===== src/design/ptwd_pkg.sv =====
// ----------------------------------------------------------------------------
// ptwd_pkg
// Constants, codes and shared types of the presence timer.
// ----------------------------------------------------------------------------
package ptwd_pkg;

  // Sample ring geometry
  localparam int unsigned RING_DEPTH = 64;
  localparam int unsigned RING_AW    = $clog2(RING_DEPTH);
  localparam int unsigned FILL_W     = RING_AW + 1;

  // Field widths
  localparam int unsigned TIME_W    = 32;
  localparam int unsigned DIST_W    = 16;
  localparam int unsigned GOOD_W    = 12;
  localparam int unsigned ENTRY_W   = TIME_W + DIST_W;
  localparam int unsigned ELAPSED_W = 23;
  localparam int unsigned CFG_W     = 16;
  localparam int unsigned CFG_IDX_W = 3;

  // Fixed values
  localparam logic [DIST_W-1:0] DIST_LIMIT = 16'd4000;
  localparam int unsigned       MS_PER_S   = 1000;
  localparam int unsigned       BEEP_STEP  = 5;

  // Output mode codes
  localparam logic [1:0] MODE_IDLE  = 2'd0;
  localparam logic [1:0] MODE_RUN   = 2'd1;
  localparam logic [1:0] MODE_OVER  = 2'd2;
  localparam logic [1:0] MODE_CELEB = 2'd3;

  // Melody codes
  localparam logic [1:0] MEL_NONE  = 2'd0;
  localparam logic [1:0] MEL_HAPPY = 2'd1;
  localparam logic [1:0] MEL_SAD   = 2'd2;

  // Configuration register indexes
  localparam logic [CFG_IDX_W-1:0] CFG_TOTAL   = 3'd0;
  localparam logic [CFG_IDX_W-1:0] CFG_TRIGGER = 3'd1;
  localparam logic [CFG_IDX_W-1:0] CFG_WINDOW  = 3'd2;
  localparam logic [CFG_IDX_W-1:0] CFG_CELEB   = 3'd3;
  localparam logic [CFG_IDX_W-1:0] CFG_MINGOOD = 3'd4;
  localparam logic [CFG_IDX_W-1:0] CFG_WARN    = 3'd5;
  localparam logic [CFG_IDX_W-1:0] CFG_OVRBEEP = 3'd6;

  // Commands into the ring
  typedef struct packed {
    logic clear;
    logic push;
    logic walk;
  } ring_cmd_t;

  // Ring walk status
  typedef struct packed {
    logic busy;
    logic hit;
  } ring_stat_t;

endpackage


===== src/design/ptwd_div.sv =====
// ----------------------------------------------------------------------------
// ptwd_div
// Milliseconds to whole seconds by reciprocal multiplication.
// ----------------------------------------------------------------------------
module ptwd_div
  import ptwd_pkg::*;
(
  input  logic                 clk_i,
  input  logic                 rst_ni,
  input  logic                 start_i,
  input  logic [TIME_W-1:0]    dividend_i,
  output logic                 busy_o,
  output logic [ELAPSED_W-1:0] quot_o
);

  // 1000 = 8 * 125: drop three bits, then multiply by ceil(2^36 / 125)
  localparam int unsigned      PRE_SH   = 3;
  localparam int unsigned      Y_W      = TIME_W - PRE_SH;
  localparam int unsigned      RECIP_W  = 30;
  localparam int unsigned      RECIP_SH = 36;
  localparam int unsigned      PROD_W   = Y_W + RECIP_W;
  localparam logic [RECIP_W-1:0] RECIP  = 30'd549755814;

  logic              busy_q;
  logic [Y_W-1:0]    y_q;
  logic [PROD_W-1:0] prod_q;

  // Busy for the cycle between load and product
  always_ff @(posedge clk_i or negedge rst_ni) begin
    if (!rst_ni) begin
      busy_q <= 1'b0;
    end else begin
      busy_q <= start_i;
    end
  end

  // Load the scaled dividend, then form the product
  always_ff @(posedge clk_i) begin
    if (start_i) begin
      y_q <= dividend_i[TIME_W-1:PRE_SH];
    end
    if (busy_q) begin
      prod_q <= PROD_W'(y_q) * PROD_W'(RECIP);
    end
  end

  assign busy_o = busy_q;
  assign quot_o = prod_q[RECIP_SH +: ELAPSED_W];

endmodule


===== config.mk =====
export PLATFORM = sky130hd
export DESIGN_NAME = ptwd_div
export DESIGN_NICKNAME = d
export VERILOG_FILES = /design/src/design/ptwd_pkg.sv /design/src/design/ptwd_div.sv
export SDC_FILE = /design/constraint.sdc
export NUM_CORES = 1
export LEC_CHECK = 0
export BUFFER_PORTS_ARGS = -buffer_cell sky130_fd_sc_hd__buf_2
export CAP_MARGIN = 20
export CORE_MARGIN = 10
export CORE_UTILIZATION = 41
export DETAILED_ROUTE_END_ITERATION = 6
export HOLD_SLACK_MARGIN = 0.05
export PLACE_DENSITY = 0.57
export REMOVE_ABC_BUFFERS = 1
export SLEW_MARGIN = 30
export SYNTH_ARGS = -nofsm -noshare
export SYNTH_HDL_FRONTEND = slang
export SYNTH_SLANG_ARGS = --single-unit

===== constraint.sdc =====
create_clock -name clk_i -period 6.7 [get_ports clk_i]
set_input_delay 0.67 -clock clk_i [delete_from_list [all_inputs] [get_ports clk_i]]
set_output_delay 0.67 -clock clk_i [all_outputs]
set_load 0.05 [all_outputs]

**Word-level counts from Yosys, hierarchy flattened**

Index checks and enable logic that the tools add are counted.

- Register bits: 88
- Memories: 0
- Word-level logic and storage cells: 4
- Input port bits: 35
- Output and inout bits: 24
- Bits in latches: 0
- Memory bits (writable): 0
- Bits in read-only memories: 0

- Shift operators: 0
- Multiplexer cells: 0
- Reductions and logical operators: 0
- $lt $le $gt $ge: 0
- $mul: 1
- $add $sub $neg: 0
- Bitwise operators: 0
- Div/mod/pow operators: 0
- Equality and inequality tests: 0

Operators by type and width:

| operator | number |
|---|---|
| multiplier 29 x 29 -> 58 bit, second input constant | 1 |

**Logic depth before layout (Yosys ltp)**

Gate-level depths: netlist (run 1).

- Word-level depth: 1
- Depth in mapped cells: 23
- Mapped depth without buffers: 23

**Worst setup path after synthesis (run 1)**

OpenSTA, ideal clock, no wires.

- Kind: reg2reg
- From: register y_q[17]
- To: register prod_q[58], data pin
- Clock period less this slack: 6.359 ns
- Data required time: 6.441 ns
- Path slack: 0.341 ns
- Setup time: 0.259 ns
- Stages on the path, launching flop included: 24
- Data arrival time: 6.100 ns
- Path buffers: 0
- Cells stage by stage: edfxtp_1 > ha_1 > fa_1 > fa_1 > inv_1 > fa_1 > inv_1 > fa_1 > inv_1 > fa_1 > inv_1 > fa_1 > inv_1 > fa_1 > inv_1 > ha_1 > a21oi_1 > o21ai_1 > a221o_1 > a21oi_1 > nand4b_1 > a31o_2 > a211o_1 > or2_1

- Word-level cells in the longest chain between the ends: 1

Ends and longest elaborated chain:

| what | RTL line | text |
|---|---|---|
| from (decl) | ptwd_div.sv:25 | `logic [Y_W-1:0] y_q;` |
| from (signal assigned) | ptwd_div.sv:40 | `y_q <= dividend_i[TIME_W-1:PRE_SH];` |
| multiplier 29 x 29 -> 58 bit | ptwd_div.sv:43 | `prod_q <= PROD_W'(y_q) * PROD_W'(RECIP);` |
| to (signal assigned) | ptwd_div.sv:43 |  |
| to (decl) | ptwd_div.sv:26 | `logic [PROD_W-1:0] prod_q;` |

No other way between the ends.
A chain may end at the register's enable or synchronous reset.

**Worst setup path after layout (run 1)**

Ends and elaborated chain as after synthesis.

==> flow_metrics.py, run 1 <==
metrics = {
    "clock_network": {
        "ctsHoldBuffers": 0,
        "cts_tree": "built",
        "worstSkewPairLatency_ns": 0.34,
        "path_clk_slew_ns": 0.09,
        "cts_buffers": 5,
        "clock-root-buffer": "clkbuf_16",
        "clockBufferDepth": 2,
        "h-tree-depth": 2,
        "clkSinkCount": 53,
    },
    "timing": {
        "setup_viol": 5,
        "setup_slack_ns": -0.0900,
        "fin_skew_ns": 0.00922,
        "rsz0062_at_grt": "true",
        "drv_slew": 0,
        "fmax_mhz": 147,
        "fin_crit_sh": 1.01,
        "tightest_slew_ns": 0.706,
        "slew_headroom": 0.529,
        "finalHoldViolCount": 0,
        "min_period_ns": 6.79,
    },
    "logic_synthesis": {
        "synthCells": 1530,
        "yosysUniqueCellTypes": 56,
        "synth.top_cell.area_share": 0.346,
        "yosys-top-cells-area": "fa_1, ha_1, inv_1",
        "ys_seq_area_frac": 0.103,
        "synth_top_cell_by_area": "fa_1",
        "synth.most_common_cell": "inv_1",
        "ys_warn_count": 0,
        "ys.flop_type": "edfxtp_1",
        "yosys_register_bits": 53,
        "synth_edf_count": 52,
        "synth_area_sq_um": 15300,
        "synth_common_cells": "inv_1, ha_1, fa_1, a21oi_1, edfxtp_1",
        "async_flop_share": 0.0189,
        "syn_avg_cell_area_sq_um": 10.0,
    },
    "floorplan": {
        "initial_core_util": 0.417,
        "die_area_sq_um": 45600,
        "rows": 70,
        "die_x_um": 213,
        "die_h_um": 213,
        "core_sq_um": 36800,
        "io_pins": 59,
    },
    "detailed_routing": {
        "vias_per_cell": 4.95,
        "drtIter0Drc": 439,
        "wirelength_um": 39700,
        "via_count": 11000,
        "ant_nets": 0,
        "first_pass_iters": 5,
        "wl_per_cell_um": 17.8,
        "drc": 0,
    },
    "outcome": {
        "violations": "negative setup slack",
        "status": "complete, but fails checks",
    },
    "final_layout": {
        "multiInputGateArea_sq_um": 12600,
        "fillerInstances": 3449,
        "drive_gt1_frac": 0.213,
        "nets": 2425,
        "antenna_cells": 0,
        "final_cells": 2230,
        "seqCellArea_sq_um": 1590,
        "area_growth_pct": 21.0,
    },
    "placed_design": {
        "dpl.cell_count": 2200,
        "place_hpwl_um": 35300,
        "io_buffers": 55,
        "gp_congestion": 0.898,
    },
    "critical_path": {
        "worstSetupPathType": "register to register",
        "cp_data_required_time_ns": 6.80,
        "cp-end-kind": "register",
        "crit_path_max_fanout": 3,
        "start_kind": "register",
        "reg2regPathDepth": 24,
        "r2r-end": "prod_q[58]",
        "r2r-start": "y_q[17]",
        "arrival_ns": 6.89,
        "r2r_setup_slack_ns": -0.09,
    },
    "global_routing": {
        "grt_use_total": 0.181,
        "grt_pass1_vias": 12000,
        "grt_pass1_wl_um": 63800,
        "overflow": 0,
        "grt_max_degree": 31,
        "antenna_found_initial": 0,
    },
    "run": {
        "cap_viol_max_count": 0,
    },
    "hold_path": {
        "min_path_type": "input port to async pin",
    },
}
==> cell families (layout without fill, tap and decap cells) <==
group	after synthesis	count (layout)	share of synthesized area
adders and majority gates	629	629	0.643
buffers and inverters	515	747	0.127
AOI/OAI and AO/OA	164	164	0.0667
and+or+nand+nor	150	150	0.0498
DFF	53	53	0.103
xor gates and xnor gates	19	19	0.0108
==> worst max path at each step <==
stage | start | to | slack, ns | cells past startpoint
after CTS | y_q[13] | prod_q[45] | -0.007 | 25
after detailed placement | y_q[17] | prod_q[45] | -0.25 | 23
after floorplan | y_q[17] | prod_q[58] | 0.34 | 23
after global placement | y_q[18] | prod_q[58] | -0.18 | 23
final | y_q[17] | prod_q[58] | -0.09 | 24
after global routing | y_q[19] | prod_q[58] | -0.25 | 24
==> critical path, cell delays in order (launching register included) <==
cell,delay (ns)
edfxtp_1,0.49
buf_6,0.17
ha_4,0.21
fa_2,0.39
fa_1,0.50
inv_1,0.06
fa_1,0.47
inv_1,0.05
fa_1,0.49
inv_2,0.04
fa_1,0.49
inv_2,0.04
fa_1,0.51
inv_2,0.05
fa_1,0.49
inv_2,0.05
ha_4,0.15
a21oi_2,0.17
o21ai_1,0.08
a221o_1,0.32
a21oi_2,0.19
nand4b_1,0.31
a31o_2,0.33
a211o_1,0.30
or2_1,0.20
==> metal layers <==
layer,global-route usage,up-vias,routed length [um]
met5,0,-,0
met4,0.0403,0,693
met2,0.323,159,20400
met1,0.231,5552,17600
met3,0.0207,34,1000
li1,-,5289,-
==> placed cells by master (no fill, tap or decap), types with 11 or more instances in the layout <==
cell,instances
edfxtp_1,52
inv_2,15
buf_2,55
ha_4,40
o21ai_0,29
a21o_1,14
nand2_1,46
fa_2,19
fa_1,246
nand4_1,16
xnor2_1,12
nor2_1,27
ha_1,321
inv_1,487
a21oi_2,11
a21oi_1,47
buf_6,22
buf_4,159
==> stage by stage <==
stage	setup WS [ns]	util	TNS, ns	hold WS, ns	area, sq um
2_1_floorplan	0.341	-	0	0.374	15300
3_3_place_gp	-0.185	0.472	-1.64	0.445	17300
5_1_grt	-0.252	0.505	-1.93	0.0639	18600
3_5_place_dp	-0.250	0.472	-2.25	0.447	17300
4_1_cts	-0.00660	0.489	-0.0115	0.0622	18000
6_report	-0.0900	0.505	-0.178	0.0802	18600
==> sequential cells by signal, indices dropped and copies added, names as in the netlist <==
| register | cells |
|---|---|
| prod_q | 23 |
| y_q | 29 |
| busy_o | 1 |
==> area by class of cell <==
class	count	share of cell area
clock buffer	5	0.00674
timing repair buffer	237	0.0935
clock inverter	3	0.00155
sequential	53	0.0855
multi-input combinational	962	0.680
tap	468	0.0315
inverter	502	0.101
==> what timing repair did <==
action / 4_1_cts / 5_1_grt
setup endpoints to repair: 19 / 21
gates resized for setup: 61 / 95
pin swaps: 37 / 70
buffers inserted: 14 / 9
cloned: 0 / 0
Power of run 1 is left out: the tool's default activity adds up to more than one toggle a clock period on the data nets, which glitch-free logic cannot reach.
==> run 2: changes to the inputs <==
--- a/config.mk
+++ b/config.mk
@@ -8,10 +8,10 @@
 export BUFFER_PORTS_ARGS = -buffer_cell sky130_fd_sc_hd__buf_2
 export CAP_MARGIN = 20
 export CORE_MARGIN = 10
-export CORE_UTILIZATION = 41
+export CORE_UTILIZATION = 59
 export DETAILED_ROUTE_END_ITERATION = 6
 export HOLD_SLACK_MARGIN = 0.05
-export PLACE_DENSITY = 0.57
+export PLACE_DENSITY = 0.78
 export REMOVE_ABC_BUFFERS = 1
 export SLEW_MARGIN = 30
 export SYNTH_ARGS = -nofsm -noshare
==> run 2 against run 1 <==
Core utilization grew 21 points; design area is 2.8% lower; critical path depth did not move; routed wire length decreased by 1.3%; largest cell class unchanged; highest routed layer unchanged; the flow still finishes with violations (negative setup slack); global-route usage grew 5.5 points.
==> flow_metrics.py, run 2 (synthesized netlist as in run 1, its figures left out) <==
metrics = {
    "clock_network": {
        "clock-root-buffer": "clkbuf_16",
        "cts_tree": "built",
        "path_clk_slew_ns": 0.07,
        "h-tree-depth": 2,
        "cts_buffers": 5,
        "worstSkewPairLatency_ns": 0.31,
        "clkSinkCount": 53,
        "clockBufferDepth": 2,
    },
    "floorplan": {
        "die_h_um": 181,
        "die_area_sq_um": 32900,
        "initial_core_util": 0.604,
        "die_x_um": 181,
        "core_sq_um": 25400,
        "rows": 58,
        "io_pins": 59,
    },
    "run": {
        "cap_viol_max_count": 0,
    },
    "final_layout": {
        "most-common-layout-cells": "inv_1, ha_1, fa_1",
        "area_growth_pct": 17.7,
        "nets": 2404,
        "antenna_cells": 0,
        "drive_gt1_frac": 0.193,
        "layout_commonest_cell": "inv_1",
        "top_register": "y_q",
        "largest_register_ffs": 29,
    },
    "global_routing": {
        "grt_pass1_wl_um": 61900,
        "antenna_found_initial": 0,
        "overflow": 0,
        "grt_max_degree": 31,
        "grt_pass1_vias": 12300,
        "grt_use_total": 0.236,
    },
    "critical_path": {
        "reg2regPathDepth": 24,
        "r2r-end": "prod_q[58]",
        "cp_data_required_time_ns": 6.77,
        "worstSetupPathType": "register to register",
        "cp-startpoint": "y_q[20]",
        "start_kind": "register",
        "cp-end-kind": "register",
        "arrival_ns": 6.85,
        "r2r-start": "y_q[20]",
        "crit_path_max_fanout": 3,
        "r2r_setup_slack_ns": -0.08,
    },
    "detailed_routing": {
        "first_pass_iters": 5,
        "wirelength_um": 39200,
        "drtIter0Drc": 555,
        "wl_per_cell_um": 18.9,
        "ant_nets": 0,
        "drc": 0,
        "vias_per_cell": 5.44,
        "via_count": 11300,
    },
    "placed_design": {
        "gp_congestion": 0.966,
        "io_buffers": 55,
        "place_hpwl_um": 33800,
    },
    "timing": {
        "fin_crit_sh": 1.01,
        "drv_slew": 0,
        "whs_ns": 0.117,
        "slew_headroom": 0.521,
        "setup_viol": 7,
        "finalHoldViolCount": 0,
        "min_period_ns": 6.78,
        "fmax_mhz": 147,
        "rsz0062_at_grt": "true",
        "tightest_slew_ns": 0.719,
        "fin_skew_ns": 0.00543,
        "setup_slack_ns": -0.0850,
    },
    "outcome": {
        "violations": "negative setup slack",
        "status": "complete, but fails checks",
    },
    "hold_path": {
        "min_path_type": "input port to async pin",
    },
}
run 2: cell count changes in the layout (fill, tap and decap cells not counted), sizes merged:
| cell | change |
|---|---|
| buf | -21 |
| clkinv | +2 |
| inv | -2 |
run 2: layout make-up:
class                   instances  area [sq um]
multi-input cells             962         12500
well taps                     330           413
clock buffers                   5           125
fillers                      1789          7350
clock inverters                 3          17.5
repair buffers                216          1550
flip-flops and latches         53          1590
inverters                     502          1880
run 2: layer usage:
| layer | up-vias | routed length (um) | GRT usage |
|---|---|---|---|
| met2 | 306 | 20200 | 0.417 |
| met4 | 0 | 1900 | 0.110 |
| met5 | - | 0 | 0 |
| li1 | 5240 | - | - |
| met3 | 86 | 1700 | 0.0276 |
| met1 | 5634 | 15400 | 0.282 |
run 2: how the worst max path moves through the flow:
stage / end / slack [ns] / depth (start not counted)
finish: prod_q[58] / -0.08 / 24
CTS: prod_q[45] / -0.05 / 24
detailed placement: prod_q[53] / -0.36 / 23
global placement: prod_q[58] / -0.20 / 23
floorplan: prod_q[58] / 0.34 / 23
global route: prod_q[45] / -0.28 / 24
run 2: what timing repair did:
| item | in CTS | in global routing |
|---|---|---|
| hold buffers | 0 | 0 |
| setup endpoints to repair | 21 | 21 |
| pin swaps | 40 | 21 |
| setup buffers | 31 | 6 |
| resized for setup | 68 | 65 |
run 2: critical path, stage by stage (launching register included):
cell	delay, ns
edfxtp_1	0.47
buf_6	0.17
ha_4	0.24
fa_2	0.36
fa_1	0.52
inv_2	0.05
fa_1	0.48
inv_1	0.05
fa_1	0.50
inv_2	0.05
fa_1	0.55
inv_1	0.06
fa_1	0.50
inv_2	0.06
fa_1	0.48
inv_1	0.07
ha_4	0.17
a21oi_4	0.12
o21ai_1	0.08
a221o_1	0.31
a21oi_2	0.20
nand4b_1	0.28
a31o_2	0.30
a211o_1	0.26
or2_1	0.20
run 2: per-stage QoR:
| stage | util | cells | area [sq um] | TNS (ns) | setup slack [ns] |
|---|---|---|---|---|---|
| finish | 0.711 | 2071 | 18100 | -0.281 | -0.0850 |
| floorplan | - | 1517 | 15300 | 0 | 0.341 |
| detailed placement | 0.666 | 2028 | 16900 | -3.14 | -0.358 |
| CTS | 0.698 | 2066 | 17700 | -0.122 | -0.0484 |
| global placement | 0.666 | 2028 | 16900 | -1.47 | -0.202 |
| global route | 0.711 | 2071 | 18100 | -3.04 | -0.277 |
Power of run 2 is left out for the same reason.
==> run 3: changes to the inputs <==
==> constraint.sdc (replaced) <==
create_clock -name clk_i -period 6.7 [get_ports clk_i]
set_input_delay 0.335 -clock clk_i [delete_from_list [all_inputs] [get_ports clk_i]]
set_output_delay 0.335 -clock clk_i [all_outputs]
set_load 0.05 [all_outputs]
==> run 3 against run 2 <==
The run still ends with negative setup slack left; sequential share of layout area decreased by 0.14 points; worst hold slack improved by 0.071 ns; register-to-register slack got worse by 0.02 ns; via count increased by 2.4%; critical path depth decreased by 1; final cell count increased by 0.39%; core utilization increased by 1.2 points; sequential cell count unchanged; critical endpoint unchanged; largest cell class unchanged.
==> flow_metrics.py, run 3 (synthesized netlist as in run 1, its figures left out) <==
metrics = {
    "outcome": {
        "status": "complete, but fails checks",
        "violations": "negative setup slack",
    },
    "hold_path": {
        "min_path_type": "input port to register",
    },
    "critical_path": {
        "cp_data_required_time_ns": 6.77,
        "cp-end-kind": "register",
        "cp-startpoint": "y_q[9]",
        "r2r-end": "prod_q[58]",
        "r2r_setup_slack_ns": -0.10,
        "r2r-start": "y_q[9]",
        "worstSetupPathType": "register to register",
        "arrival_ns": 6.88,
        "crit_path_max_fanout": 5,
        "start_kind": "register",
        "endpoint": "prod_q[58]",
        "reg2regPathDepth": 23,
    },
    "detailed_routing": {
        "drc": 0,
        "drtIter0Drc": 653,
        "wl_per_cell_um": 19.9,
        "ant_nets": 0,
        "first_pass_iters": 5,
        "wirelength_um": 41500,
        "via_count": 11500,
        "vias_per_cell": 5.55,
    },
    "clock_network": {
        "cts_tree": "built",
        "h-tree-depth": 2,
        "path_clk_slew_ns": 0.08,
        "cts_buffers": 5,
        "clkSinkCount": 53,
        "clockBufferDepth": 2,
        "clock-root-buffer": "clkbuf_16",
        "worstSkewPairLatency_ns": 0.32,
    },
    "floorplan": {
        "die_h_um": 181,
        "initial_core_util": 0.604,
        "io_pins": 59,
        "core_sq_um": 25400,
        "die_area_sq_um": 32900,
        "rows": 58,
        "die_x_um": 181,
    },
    "timing": {
        "setup_slack_ns": -0.104,
        "drv_slew": 0,
        "setup_viol": 5,
        "slew_headroom": 0.497,
        "fin_crit_sh": 1.02,
        "fin_skew_ns": 0.0119,
        "fmax_mhz": 147,
        "min_period_ns": 6.80,
        "finalHoldViolCount": 0,
        "tightest_slew_ns": 0.754,
        "whs_ns": 0.188,
        "rsz0062_at_grt": "true",
    },
    "placed_design": {
        "io_buffers": 55,
        "gp_congestion": 0.978,
        "place_hpwl_um": 33400,
    },
    "final_layout": {
        "largest_register_ffs": 29,
        "drive_gt1_frac": 0.210,
        "antenna_cells": 0,
        "area_growth_pct": 19.6,
        "fillerInstances": 1689,
        "top_register": "y_q",
        "layout_commonest_cell": "inv_1",
        "nets": 2412,
        "multiInputGateArea_sq_um": 12700,
        "seqCellArea_sq_um": 1590,
        "most-common-layout-cells": "inv_1, ha_1, fa_1",
    },
    "global_routing": {
        "grt_pass1_wl_um": 63200,
        "overflow": 0,
        "grt_max_degree": 31,
        "grt_pass1_vias": 12500,
        "antenna_found_initial": 0,
        "grt_use_total": 0.242,
    },
    "run": {
        "cap_viol_max_count": 0,
    },
}
## run 3: how the worst min path moves through the flow
| stage | start | to | slack [ns] | depth (start not counted) |
|---|---|---|---|---|
| 3_3_place_gp | rst_ni | busy_o | 0.11 | 1 |
| 2_1_floorplan | rst_ni | busy_o | 0.04 | 0 |
| 3_5_place_dp | rst_ni | busy_o | 0.11 | 1 |
| 4_1_cts | dividend_i[8] | y_q[5] | 0.19 | 1 |
| 6_report | dividend_i[8] | y_q[5] | 0.19 | 1 |
| 5_1_grt | dividend_i[4] | y_q[1] | 0.18 | 1 |
## run 3: critical path, stage by stage (launching register included)
cell and delay (ns):
edfxtp_1 0.57, buf_6 0.20, ha_4 0.23, fa_2 0.39, fa_1 0.49, inv_1 0.05
fa_1 0.50, inv_1 0.08, fa_1 0.52, fa_1 0.43, fa_1 0.49, inv_1 0.05
fa_1 0.52, inv_1 0.08, ha_4 0.23, buf_4 0.15, inv_1 0.05, o21bai_1 0.08
a211oi_2 0.18, o22ai_1 0.13, nand4b_1 0.33, a31o_2 0.34, a211o_1 0.27, or2_1 0.20
## run 3: layout make-up
| type | instances | share of cell area |
|---|---|---|
| well taps | 330 | 0.0225 |
| multi-input cells | 962 | 0.690 |
| inverters | 502 | 0.103 |
| clock inverters | 3 | 0.000955 |
| repair buffers | 224 | 0.0900 |
| clock buffers | 5 | 0.00682 |
| flip-flops and latches | 53 | 0.0865 |
## run 3: repair_timing
action	4_1_cts	5_1_grt
setup buffers	31	21
setup endpoints to repair	19	22
pin swaps	39	41
hold buffers	1	0
resized for setup	57	112
hold endpoints to repair	1	0
## run 3: metal layers
| layer | share of wire | up-vias | GRT usage |
|---|---|---|---|
| met5 | 0 | - | 0 |
| met4 | 0.062 | 0 | 0.116 |
| met3 | 0.046 | 147 | 0.0308 |
| met2 | 0.51 | 388 | 0.425 |
| met1 | 0.38 | 5744 | 0.287 |
| li1 | - | 5255 | - |
## run 3: through the flow
step | instance area [sq um] | TNS (ns) | cells | setup slack, ns | util
5_1_grt | 18300 | -2.72 | 2079 | -0.266 | 0.722
3_3_place_gp | 16800 | -0.670 | 2019 | -0.168 | 0.663
6_report | 18300 | -0.241 | 2079 | -0.104 | 0.722
4_1_cts | 17600 | -0.0408 | 2059 | -0.0220 | 0.694
3_5_place_dp | 16800 | -2.14 | 2019 | -0.261 | 0.663
2_1_floorplan | 15300 | 0 | 1517 | 0.341 | -
Power of run 3 is left out for the same reason.
